--- config.mk ---
export PLATFORM = sky130hd
export DESIGN_NAME = subnet_address_allocator_top
export DESIGN_NICKNAME = d
export VERILOG_FILES = /design/src/sv/saa_pkg.sv /design/src/sv/subnet_address_allocator_top.sv /design/src/sv/saa_ram.sv /design/src/sv/saa_ctrl.sv /design/src/sv/saa_datapath.sv
export SDC_FILE = /design/constraint.sdc
export NUM_CORES = 1
export LEC_CHECK = 0
export BUFFER_PORTS_ARGS = -buffer_cell sky130_fd_sc_hd__buf_2
export CAP_MARGIN = 20
export CORE_MARGIN = 5
export CORE_UTILIZATION = 60
export CTS_CLUSTER_DIAMETER = 200
export DETAILED_ROUTE_END_ITERATION = 16
export HOLD_SLACK_MARGIN = 0.1
export PLACE_DENSITY = 0.79
export SYNTH_ARGS = -nofsm -noshare
export SYNTH_HDL_FRONTEND = slang
export SYNTH_SLANG_ARGS = --single-unit
--- constraint.sdc ---
create_clock -name clk -period 15.47 [get_ports clk]
set_clock_uncertainty 0.2 [all_clocks]
set_input_delay 0.7735 -clock clk [delete_from_list [all_inputs] [get_ports clk]]
set_output_delay 0.7735 -clock clk [all_outputs]
set_load 0.05 [all_outputs]
--- src/sv/saa_pkg.sv ---
// Shared types and constants for the subnet address allocator.
// Used by the controller, the datapath and the top level; depends on nothing.
`timescale 1ns / 1ps
`default_nettype none

package saa_pkg;

    localparam int HOST_BITS_DEF = 8;
    localparam int WORD_LOG_MAX  = 5;

    localparam int ADDR_W    = 32;
    localparam int HB_W      = 4;
    localparam int ST_W      = 3;
    localparam int FC_W      = 9;
    localparam int IN_W      = 32;
    localparam int IN_USER_W = 8;
    localparam int OUT_W     = 48;
    localparam int CFG_IDX_W = 1;
    localparam int CFG_W     = 32;

    localparam logic [ST_W-1:0] ST_OK      = 3'd0;
    localparam logic [ST_W-1:0] ST_OTHER   = 3'd1;
    localparam logic [ST_W-1:0] ST_INVALID = 3'd2;
    localparam logic [ST_W-1:0] ST_NONE    = 3'd3;
    localparam logic [ST_W-1:0] ST_DOUBLE  = 3'd4;

    localparam logic [CFG_IDX_W-1:0] REG_NETWORK_BASE = 1'd0;
    localparam logic [CFG_IDX_W-1:0] REG_HOST_BITS    = 1'd1;

    // Commands from the controller to the datapath.
    typedef struct packed {
        logic clr_start;
        logic clr_write;
        logic load_item;
        logic rd_en;
        logic eval;
        logic load_out;
    } saa_cmd_t;

    // Status from the datapath to the controller.
    typedef struct packed {
        logic clr_last;
        logic in_skip;
        logic is_free;
        logic found;
        logic at_last;
        logic out_free;
    } saa_stat_t;

endpackage

`default_nettype wire

--- src/sv/subnet_address_allocator_top.sv ---
// Top level of the subnet address allocator: controller, datapath, checks.
// Depends on saa_pkg, saa_ctrl, saa_datapath and saa_ram.
`timescale 1ns / 1ps
`default_nettype none

// The block keeps one used bit per host of a subnet in a RAM of 32-bit rows
// (fewer bits per row when HOST_BITS is under 5) and handles one item at a time.
// After reset and after every register write it runs a clearing pass over every
// RAM row (8 rows for HOST_BITS = 8, 2**(HOST_BITS-5) in general, at least 2)
// during which no item is accepted. An allocate reads and tests map rows from the
// row of its start host on until a free bit or the last row; a free reads and
// updates the row of its host, and a free outside the subnet skips the map. The
// search reads each row through the RAM's registered read port, then tests it.
// A result waits in the output register until taken.
module subnet_address_allocator_top #(
    parameter int HOST_BITS = saa_pkg::HOST_BITS_DEF
) (
    input  wire logic                          clk,
    input  wire logic                          rst_n,
    input  wire logic                          s_tvalid,
    output logic                               s_tready,
    // [31:0] req_address
    input  wire logic [saa_pkg::IN_W-1:0]      s_tdata,
    // [0] func, [1] has_request, [7:2] zero
    input  wire logic [saa_pkg::IN_USER_W-1:0] s_tuser,
    output logic                               m_tvalid,
    input  wire logic                          m_tready,
    // [2:0] status, [34:3] given_address, [43:35] free_count, [47:44] zero
    output logic      [saa_pkg::OUT_W-1:0]     m_tdata,
    input  wire logic                          cfg_wr_en,
    input  wire logic [saa_pkg::CFG_IDX_W-1:0] cfg_index,
    input  wire logic [saa_pkg::CFG_W-1:0]     cfg_wdata
);

    import saa_pkg::*;

    saa_cmd_t  cmd;
    saa_stat_t st;

    saa_ctrl u_ctrl (
        .clk       (clk),
        .rst_n     (rst_n),
        .s_tvalid  (s_tvalid),
        .s_tready  (s_tready),
        .cfg_wr_en (cfg_wr_en),
        .st        (st),
        .cmd       (cmd)
    );

    saa_datapath #(
        .HOST_BITS (HOST_BITS)
    ) u_datapath (
        .clk       (clk),
        .rst_n     (rst_n),
        .s_tdata   (s_tdata),
        .s_tuser   (s_tuser),
        .m_tvalid  (m_tvalid),
        .m_tready  (m_tready),
        .m_tdata   (m_tdata),
        .cfg_wr_en (cfg_wr_en),
        .cfg_index (cfg_index),
        .cfg_wdata (cfg_wdata),
        .cmd       (cmd),
        .st        (st)
    );

    // Only one item is in the block at a time.
    a_one_item: assert property (@(posedge clk) disable iff (!rst_n)
        (s_tvalid && s_tready) |=> !s_tready)
        else $error("input accepted while an item is in progress");

    // A register write starts the clearing pass, which blocks input.
    a_cfg_clear: assert property (@(posedge clk) disable iff (!rst_n)
        cfg_wr_en |=> !s_tready)
        else $error("input ready right after a register write");

    // A new result never overwrites one that has not been taken.
    a_no_overwrite: assert property (@(posedge clk) disable iff (!rst_n)
        cmd.load_out |-> (!m_tvalid || m_tready))
        else $error("result register overwritten");

    // The status code of a result is always a defined code.
    a_status_code: assert property (@(posedge clk) disable iff (!rst_n)
        m_tvalid |-> (m_tdata[ST_W-1:0] <= ST_DOUBLE))
        else $error("undefined status code on output");

endmodule

`default_nettype wire

--- src/sv/saa_ram.sv ---
// Generic single-write, single-read RAM with a registered read port.
// Stands alone; holds the used map rows of the allocator.
`timescale 1ns / 1ps
`default_nettype none

module saa_ram #(
    parameter int WIDTH  = 32,
    parameter int ADDR_W = 3
) (
    input  wire logic              clk,
    input  wire logic              we,
    input  wire logic [ADDR_W-1:0] waddr,
    input  wire logic [WIDTH-1:0]  wdata,
    input  wire logic              re,
    input  wire logic [ADDR_W-1:0] raddr,
    output logic      [WIDTH-1:0]  rdata
);

    logic [WIDTH-1:0] mem [1 << ADDR_W];

    always_ff @(posedge clk)
    begin
        if (we)
        begin
            mem[waddr] <= wdata;
        end
        if (re)
        begin
            rdata <= mem[raddr];
        end
    end

endmodule

`default_nettype wire

--- src/sv/saa_ctrl.sv ---
// Controller state machine of the subnet address allocator.
// Depends on saa_pkg for the command and status structs.
`timescale 1ns / 1ps
`default_nettype none

module saa_ctrl (
    input  wire logic               clk,
    input  wire logic               rst_n,
    input  wire logic               s_tvalid,
    output logic                    s_tready,
    input  wire logic               cfg_wr_en,
    input  wire saa_pkg::saa_stat_t st,
    output saa_pkg::saa_cmd_t       cmd
);

    import saa_pkg::*;

    typedef enum logic [2:0] {
        S_CLEAR,
        S_IDLE,
        S_READ,
        S_EVAL,
        S_DONE
    } state_t;

    state_t state_reg, state_next;
    logic   ready_reg, ready_next;

    always_comb
    begin
        state_next = state_reg;
        cmd        = '0;
        case (state_reg)
            S_CLEAR:
            begin
                cmd.clr_write = 1'b1;
                if (st.clr_last)
                begin
                    state_next = S_IDLE;
                end
            end
            S_IDLE:
            begin
                if (s_tvalid)
                begin
                    cmd.load_item = 1'b1;
                    state_next    = st.in_skip ? S_DONE : S_READ;
                end
            end
            S_READ:
            begin
                cmd.rd_en  = 1'b1;
                state_next = S_EVAL;
            end
            S_EVAL:
            begin
                cmd.eval = 1'b1;
                if (st.is_free || st.found || st.at_last)
                begin
                    state_next = S_DONE;
                end
                else
                begin
                    state_next = S_READ;
                end
            end
            S_DONE:
            begin
                if (st.out_free)
                begin
                    cmd.load_out = 1'b1;
                    state_next   = S_IDLE;
                end
            end
            default:
            begin
                state_next = S_CLEAR;
            end
        endcase
        // A register write reinitializes the map, restarting any pass under way.
        if (cfg_wr_en)
        begin
            cmd           = '0;
            cmd.clr_start = 1'b1;
            state_next    = S_CLEAR;
        end
        ready_next = (state_next == S_IDLE);
    end

    always_ff @(posedge clk or negedge rst_n)
    begin
        if (!rst_n)
        begin
            state_reg <= S_CLEAR;
            ready_reg <= 1'b0;
        end
        else
        begin
            state_reg <= state_next;
            ready_reg <= ready_next;
        end
    end

    assign s_tready = ready_reg;

endmodule

`default_nettype wire

--- src/sv/saa_datapath.sv ---
// Datapath of the subnet address allocator: registers, used map RAM, row scan
// and find-first logic, and the output register. Depends on saa_pkg and saa_ram.
`timescale 1ns / 1ps
`default_nettype none

module saa_datapath #(
    parameter int HOST_BITS = saa_pkg::HOST_BITS_DEF
) (
    input  wire logic                             clk,
    input  wire logic                             rst_n,
    input  wire logic [saa_pkg::IN_W-1:0]         s_tdata,
    input  wire logic [saa_pkg::IN_USER_W-1:0]    s_tuser,
    output logic                                  m_tvalid,
    input  wire logic                             m_tready,
    output logic      [saa_pkg::OUT_W-1:0]        m_tdata,
    input  wire logic                             cfg_wr_en,
    input  wire logic [saa_pkg::CFG_IDX_W-1:0]    cfg_index,
    input  wire logic [saa_pkg::CFG_W-1:0]        cfg_wdata,
    input  wire saa_pkg::saa_cmd_t                cmd,
    output saa_pkg::saa_stat_t                    st
);

    import saa_pkg::*;

    localparam int WORD_LOG = (HOST_BITS < WORD_LOG_MAX) ? HOST_BITS : WORD_LOG_MAX;
    localparam int W        = 1 << WORD_LOG;
    localparam int ROWS_LOG = HOST_BITS - WORD_LOG;
    localparam int ROW_W    = (ROWS_LOG > 0) ? ROWS_LOG : 1;
    localparam int CNT_W    = HOST_BITS + 1;
    localparam int EXT_W    = (CNT_W > FC_W) ? CNT_W : FC_W;

    // Configuration registers.
    logic [ADDR_W-1:0] base_reg;
    logic [HB_W-1:0]   hb_reg;

    // Item and scan registers.
    logic                 op_reg;
    logic                 invalid_reg;
    logic                 first_reg;
    logic [HOST_BITS-1:0] start_reg;
    logic [ROW_W-1:0]     row_reg;
    logic [CNT_W-1:0]     used_total_reg;
    logic [ST_W-1:0]      status_reg;
    logic [ADDR_W-1:0]    given_reg;

    // Output register.
    logic                 m_valid_reg;
    logic [OUT_W-1:0]     m_data_reg;

    // Pool geometry from the host bits register.
    logic [4:0]           eff_bits;
    logic [CNT_W-1:0]     pool_size;
    logic [HOST_BITS-1:0] hm;
    logic [ADDR_W-1:0]    mask32;
    logic [ADDR_W-1:0]    base_net;
    logic [ROW_W-1:0]     last_row;
    logic [WORD_LOG-1:0]  hm_lo;

    always_comb
    begin
        if (hb_reg < HB_W'(2))
        begin
            eff_bits = 5'd2;
        end
        else if ({1'b0, hb_reg} > 5'(HOST_BITS))
        begin
            eff_bits = 5'(HOST_BITS);
        end
        else
        begin
            eff_bits = {1'b0, hb_reg};
        end
    end

    assign pool_size = CNT_W'(1) << eff_bits;
    assign hm        = HOST_BITS'(pool_size - CNT_W'(1));
    assign mask32    = ADDR_W'(hm);
    assign base_net  = base_reg & ~mask32;
    assign last_row  = ROW_W'(hm >> WORD_LOG);
    assign hm_lo     = hm[WORD_LOG-1:0];

    // Incoming item fields.
    logic                 in_func;
    logic                 in_req;
    logic [ADDR_W-1:0]    in_addr;
    logic                 in_net;
    logic [HOST_BITS-1:0] in_host;
    logic [HOST_BITS-1:0] in_start;

    assign in_func  = s_tuser[0];
    assign in_req   = s_tuser[1];
    assign in_addr  = s_tdata;
    assign in_net   = (in_addr & ~mask32) == base_net;
    assign in_host  = HOST_BITS'(in_addr & mask32);
    assign in_start = (in_func || (in_req && in_net)) ? in_host : '0;

    // Row evaluation on the word read from the map.
    logic [W-1:0]         rd_data;
    logic [W-1:0]         used_vec;
    logic [W-1:0]         free_vec;
    logic [WORD_LOG-1:0]  pos;
    logic                 found;
    logic                 at_last;
    logic [HOST_BITS-1:0] cur_host;
    logic [WORD_LOG-1:0]  start_lo;
    logic                 bit_set;
    logic [W-1:0]         init_row;

    assign start_lo = start_reg[WORD_LOG-1:0];
    assign at_last  = (row_reg == last_row);

    always_comb
    begin
        for (int j = 0; j < W; j++)
        begin
            // Bits below the start of the first row and past the pool end count as used.
            used_vec[j] = rd_data[j]
                        | (first_reg && (WORD_LOG'(j) < start_lo))
                        | (at_last && (WORD_LOG'(j) > hm_lo));
        end
    end

    assign free_vec = ~used_vec;
    assign found    = |free_vec;

    always_comb
    begin
        pos = '0;
        for (int j = W - 1; j >= 0; j--)
        begin
            if (free_vec[j])
            begin
                pos = WORD_LOG'(j);
            end
        end
    end

    assign cur_host = HOST_BITS'({row_reg, pos});
    assign bit_set  = rd_data[start_lo];

    always_comb
    begin
        init_row = '0;
        if (row_reg == '0)
        begin
            init_row[0] = 1'b1;
        end
        if (row_reg == last_row)
        begin
            init_row[hm_lo]                 = 1'b1;
            init_row[hm_lo - WORD_LOG'(1)]  = 1'b1;
        end
    end

    // Map RAM port control.
    logic         ram_we;
    logic [W-1:0] ram_wdata;

    always_comb
    begin
        ram_we    = 1'b0;
        ram_wdata = init_row;
        if (cmd.clr_write)
        begin
            ram_we = 1'b1;
        end
        else if (cmd.eval)
        begin
            if (op_reg)
            begin
                ram_we    = bit_set;
                ram_wdata = rd_data & ~(W'(1) << start_lo);
            end
            else
            begin
                ram_we    = found;
                ram_wdata = rd_data | (W'(1) << pos);
            end
        end
    end

    saa_ram #(
        .WIDTH  (W),
        .ADDR_W (ROW_W)
    ) u_map (
        .clk   (clk),
        .we    (ram_we),
        .waddr (row_reg),
        .wdata (ram_wdata),
        .re    (cmd.rd_en),
        .raddr (row_reg),
        .rdata (rd_data)
    );

    // Configuration registers.
    always_ff @(posedge clk or negedge rst_n)
    begin
        if (!rst_n)
        begin
            base_reg <= 32'hC0A8_0000;
            hb_reg   <= HB_W'(8);
        end
        else if (cfg_wr_en)
        begin
            case (cfg_index)
                REG_NETWORK_BASE: base_reg <= cfg_wdata;
                REG_HOST_BITS:    hb_reg   <= cfg_wdata[HB_W-1:0];
                default:          base_reg <= base_reg;
            endcase
        end
    end

    // Control-side registers: scan row, used count.
    always_ff @(posedge clk or negedge rst_n)
    begin
        if (!rst_n)
        begin
            row_reg        <= '0;
            used_total_reg <= CNT_W'(3);
        end
        else if (cmd.clr_start)
        begin
            row_reg        <= '0;
            used_total_reg <= CNT_W'(3);
        end
        else if (cmd.clr_write)
        begin
            row_reg <= row_reg + ROW_W'(1);
        end
        else if (cmd.load_item)
        begin
            row_reg <= ROW_W'(in_start >> WORD_LOG);
        end
        else if (cmd.eval)
        begin
            if (op_reg)
            begin
                if (bit_set)
                begin
                    used_total_reg <= used_total_reg - CNT_W'(1);
                end
            end
            else if (found)
            begin
                used_total_reg <= used_total_reg + CNT_W'(1);
            end
            else if (!at_last)
            begin
                row_reg <= row_reg + ROW_W'(1);
            end
        end
    end

    // Item payload registers.
    always_ff @(posedge clk)
    begin
        if (cmd.load_item)
        begin
            op_reg      <= in_func;
            invalid_reg <= !in_func && in_req && !in_net;
            first_reg   <= 1'b1;
            start_reg   <= in_start;
            status_reg  <= ST_INVALID;
            given_reg   <= '0;
        end
        else if (cmd.eval)
        begin
            first_reg <= 1'b0;
            if (op_reg)
            begin
                status_reg <= bit_set ? ST_OK : ST_DOUBLE;
            end
            else if (found)
            begin
                given_reg <= base_net | ADDR_W'(cur_host);
                if (invalid_reg)
                begin
                    status_reg <= ST_INVALID;
                end
                else if (cur_host == start_reg)
                begin
                    status_reg <= ST_OK;
                end
                else
                begin
                    status_reg <= ST_OTHER;
                end
            end
            else if (at_last)
            begin
                given_reg  <= base_net + mask32 + ADDR_W'(1);
                status_reg <= ST_NONE;
            end
        end
    end

    // Output register.
    logic [EXT_W-1:0] free_ext;
    logic [FC_W-1:0]  free_count;

    assign free_ext   = EXT_W'(pool_size) - EXT_W'(used_total_reg);
    assign free_count = free_ext[FC_W-1:0];

    always_ff @(posedge clk or negedge rst_n)
    begin
        if (!rst_n)
        begin
            m_valid_reg <= 1'b0;
        end
        else if (cmd.load_out)
        begin
            m_valid_reg <= 1'b1;
        end
        else if (m_tready)
        begin
            m_valid_reg <= 1'b0;
        end
    end

    always_ff @(posedge clk)
    begin
        if (cmd.load_out)
        begin
            m_data_reg <= {(OUT_W - FC_W - ADDR_W - ST_W)'(0), free_count, given_reg, status_reg};
        end
    end

    assign m_tvalid = m_valid_reg;
    assign m_tdata  = m_data_reg;

    assign st.clr_last = &row_reg;
    assign st.in_skip  = in_func && !in_net;
    assign st.is_free  = op_reg;
    assign st.found    = found;
    assign st.at_last  = at_last;
    assign st.out_free = !m_valid_reg || m_tready;

endmodule

`default_nettype wire

==> flow_summary.yaml <==
outcome:
  status: "complete, no violations"
grt:
  grt_pass1_vias: 14709
  gr-usage-all-layers: 0.297
  grt_util_met3: 0.0481
  overflow: 0
  top_usage_layer: "met2"
  grt.met2_usage: 0.480
  grt_start_max_net_pins: 57
  grt_pass1_wl_um: 87100
  met1_usage: 0.405
  antenna_found_initial: 1
worst_setup_path:
  cpPeakStageDelay_ns: 0.87
  r2r_slack_ns: 9.81
  ff2ff_path_depth: 11
  crit_type: "flip-flop to flip-flop"
  cp-end-kind: "flip-flop"
  critPathRequiredTime_ns: 15.47
  path_cells: "nand2_1 > o211ai_2 > xnor2_1 > buf_4 > o31ai_1 > o21ai_0 > nor4_1 > o211a_1 > and3_1 > a21oi_1 > o21ai_0"
  cpMostUsedCell: "o21ai_0"
  r2r-end: "u_datapath.u_map.mem[2][21]$_DFFE_PP_"
  crit_path_end: "u_datapath.u_map.mem[2][21]$_DFFE_PP_"
  critical_path.startpoint: "u_datapath.hb_reg[3]$_DFFE_PN1P_"
  worstPathMaxFanout: 26
  cp-start-kind: "flip-flop"
  timing.rr.start: "u_datapath.hb_reg[3]$_DFFE_PN1P_"
  worstPathArrival_ns: 5.67
  crit_slowest_cell: "dfstp_2"
yosys:
  yosys.area.top_type: "edfxtp_1"
  synth_top_family_by_area: "compound AO/OA/AOI/OAI gates"
  synth_most_common_cell: "edfxtp_1"
  yosysTopAreaCellShare: 0.506
  synth-adder-area-share: 0.0191
  avgSynthCellArea_um2: 12.1
  synth_compound_area_frac: 0.170
  synth-simple-area-share: 0.106
  synth_flop_cell: "edfxtp_1"
  synth_mux_area_frac: 0.0333
  synthXorXnorAreaFrac: 0.0384
  yosysUniqueCellTypes: 90
  syn_area_mm2: 0.0203
  synth_area_leaders: "edfxtp_1 51%, dfrtp_1 5.4%, a22oi_1 5.3%"
  ys_ff_latch: 430
  async_flop_share: 0.121
  syn_inst: 1672
  ys_top_cells_by_count: "342 x edfxtp_1, 143 x a22oi_1, 108 x a21oi_1"
  ys_warn_count: 0
  synth-seq-area-share: 0.606
  synth_edf_count: 342
placed_design:
  dp_cells: 2195
  numPortBuffers: 117
  routabilityCongestion: 0.989
  dpl.hpwl_um: 36700
  post-place-ws_ns: 10.04
final_layout:
  largest_reg_flops: 256
  fin_nets: 1901
  fill_cells: 2375
  ff_latch_area_mm2: 0.0123
  top_register: "u_datapath.u_map.mem"
  multi_input_area_mm2: 0.00764
  drive_gt1_frac: 0.180
  top_regs: "u_datapath.u_map.mem: 256 flops, u_datapath.m_tdata: 44 flops"
  final_cells: 2278
  area_delta_synth_final_pct: 12.8
power:
  powerDensity_mw_per_mm2: 116
  peakVddDrop_uv: 110
  cellLeakagePower_nw: 7.93
  p_total_mw: 2.65
detailed_routing:
  drt_wl_total_um: 57500
  drt_pass1_iterations: 6
  ant_nets: 0
  drc: 0
  via_count: 15132
  drt-wirelength-per-cell_um: 25.3
  drt_iter0_drc: 1829
  viasPerCell: 6.64
sta:
  hold_viol_final: 0
  worst_pin_slew_ns: 1.09
  setup_viol: 0
  min_period_ns: 5.66
  timing.final.crit_share: 0.366
  slew_viol_final: 0
  maxSlewHeadroom: 0.269
  finalWorstSetupSlack_ns: 9.81
  setup_tns_ns: 0
  grt_setup_unrepaired: "no"
  fmax_ghz: 0.177
cts:
  postCtsSetupBuffers: 0
  cts_resized: 0
  cts_root_buf: "clkbuf_16"
  hold_buffers: 0
  clk_pin_slew_worst_paths_ns: 0.06
  clock_latency_ns: 0.55
  clock_path_buffers: 3
  tritoncts: "yes"
  clock_sinks: 430
  cts_max_level: 2
  numCtsBuffers: 43
die:
  ios: 128
  start_util: 0.607
  die_area_mm2: 0.0376
  coreArea_mm2: 0.0334
  die_w_um: 194
  die_h_um: 194
  rows: 67
flow_run:
  max_cap_violations: 0
min_path:
  hp-class: "input port to asynchronous set/reset pin"
==> power breakdown <==
group / leakage, nW / internal [mW] / switching [mW]
combinational: 3.24 / 0.115 / 0.208
clock: 0.660 / 0.573 / 0.424
sequential: 4.04 / 1.29 / 0.0396
total: 7.93 / 1.98 / 0.672
==> area by class of cell <==
cell class	instances	share of cell area
flip-flops and latches	430	0.537
multi-input cells	1128	0.334
clock buffers	51	0.0493
repair buffers	159	0.0394
well taps	448	0.0245
clock inverters	29	0.0103
inverters	32	0.00525
diodes	1	0.000109
==> placed cells by master (no fill, tap or decap), types with 15 or more instances in the layout <==
cell       Yosys  layout
a21o_1        17      17
buf_2         11     118
xnor2_1       65      65
mux2_2        36      36
and3_1        17      17
nor3_1        36      26
a21oi_1      108     108
o21ai_0       84      84
nor2_1        96      94
conb_1         2      24
a31oi_1       15      15
ha_1          27      27
edfxtp_1     342     342
nand3_1       36      36
buf_4          4      40
inv_1         28      28
clkbuf_16      0      44
nand2_1      106     106
dfxtp_1       36      36
dfrtp_1       44      44
nand4_1       44      44
nand2b_1      18      18
xor2_1        24      24
a22oi_1      143     143
==> metal layers <==
| layer | wire length, µm | vias to the layer above |
|---|---|---|
| met3 | 5340 | 149 |
| met5 | 0 | - |
| li1 | - | 6685 |
| met2 | 27000 | 858 |
| met1 | 22700 | 7440 |
| met4 | 2550 | 0 |
==> stage by stage <==
stage | hold WS [ns] | cell area, µm² | util
floorplan | 0.203 | 20400 | -
global placement | 0.208 | 21500 | 0.643
detailed placement | 0.212 | 21500 | 0.643
CTS | 0.186 | 22900 | 0.684
global route | 0.215 | 22900 | 0.684
finish | 0.153 | 22900 | 0.684
==> cells by family (layout without fill, tap and decap cells) <==
family | count (synthesis) | after routing
multiplexers | 53 | 53
AO/OA/AOI/OAI | 508 | 508
adder cells (fa/ha/maj) | 30 | 30
AND/OR/NAND/NOR | 424 | 424
flip-flops | 430 | 430
other | 2 | 25
XOR/XNOR | 89 | 89
buffers and inverters | 136 | 271
==> how the worst min path moves through the flow <==
stage | start | end | cells after the start
2_1_floorplan | u_datapath.given_reg[8]$_SDFFE_PP0P_ | u_datapath.m_tdata[11]$_DFFE_PP_ | 0
3_3_place_gp | u_datapath.given_reg[21]$_SDFFE_PP0P_ | u_datapath.m_tdata[24]$_DFFE_PP_ | 0
3_5_place_dp | u_datapath.given_reg[26]$_SDFFE_PP0P_ | u_datapath.m_tdata[29]$_DFFE_PP_ | 0
4_1_cts | rst_n | u_datapath.used_total_reg[6]$_DFFE_PN0P_ | 2
5_1_grt | rst_n | u_datapath.used_total_reg[3]$_DFFE_PN0P_ | 2
6_report | rst_n | u_datapath.used_total_reg[3]$_DFFE_PN0P_ | 2
==> worst max-delay path: cells and delay by family (launching register included) <==
| kind | cells | cell delay, ns |
|---|---|---|
| xor gates and xnor gates | 1 | 0.12 |
| and+or+nand+nor | 3 | 1.28 |
| AOI/OAI and AO/OA | 6 | 2.63 |
| buffers and inverters | 1 | 0.20 |
| DFF | 1 | 0.87 |
(Power assumes the default switching activity.)
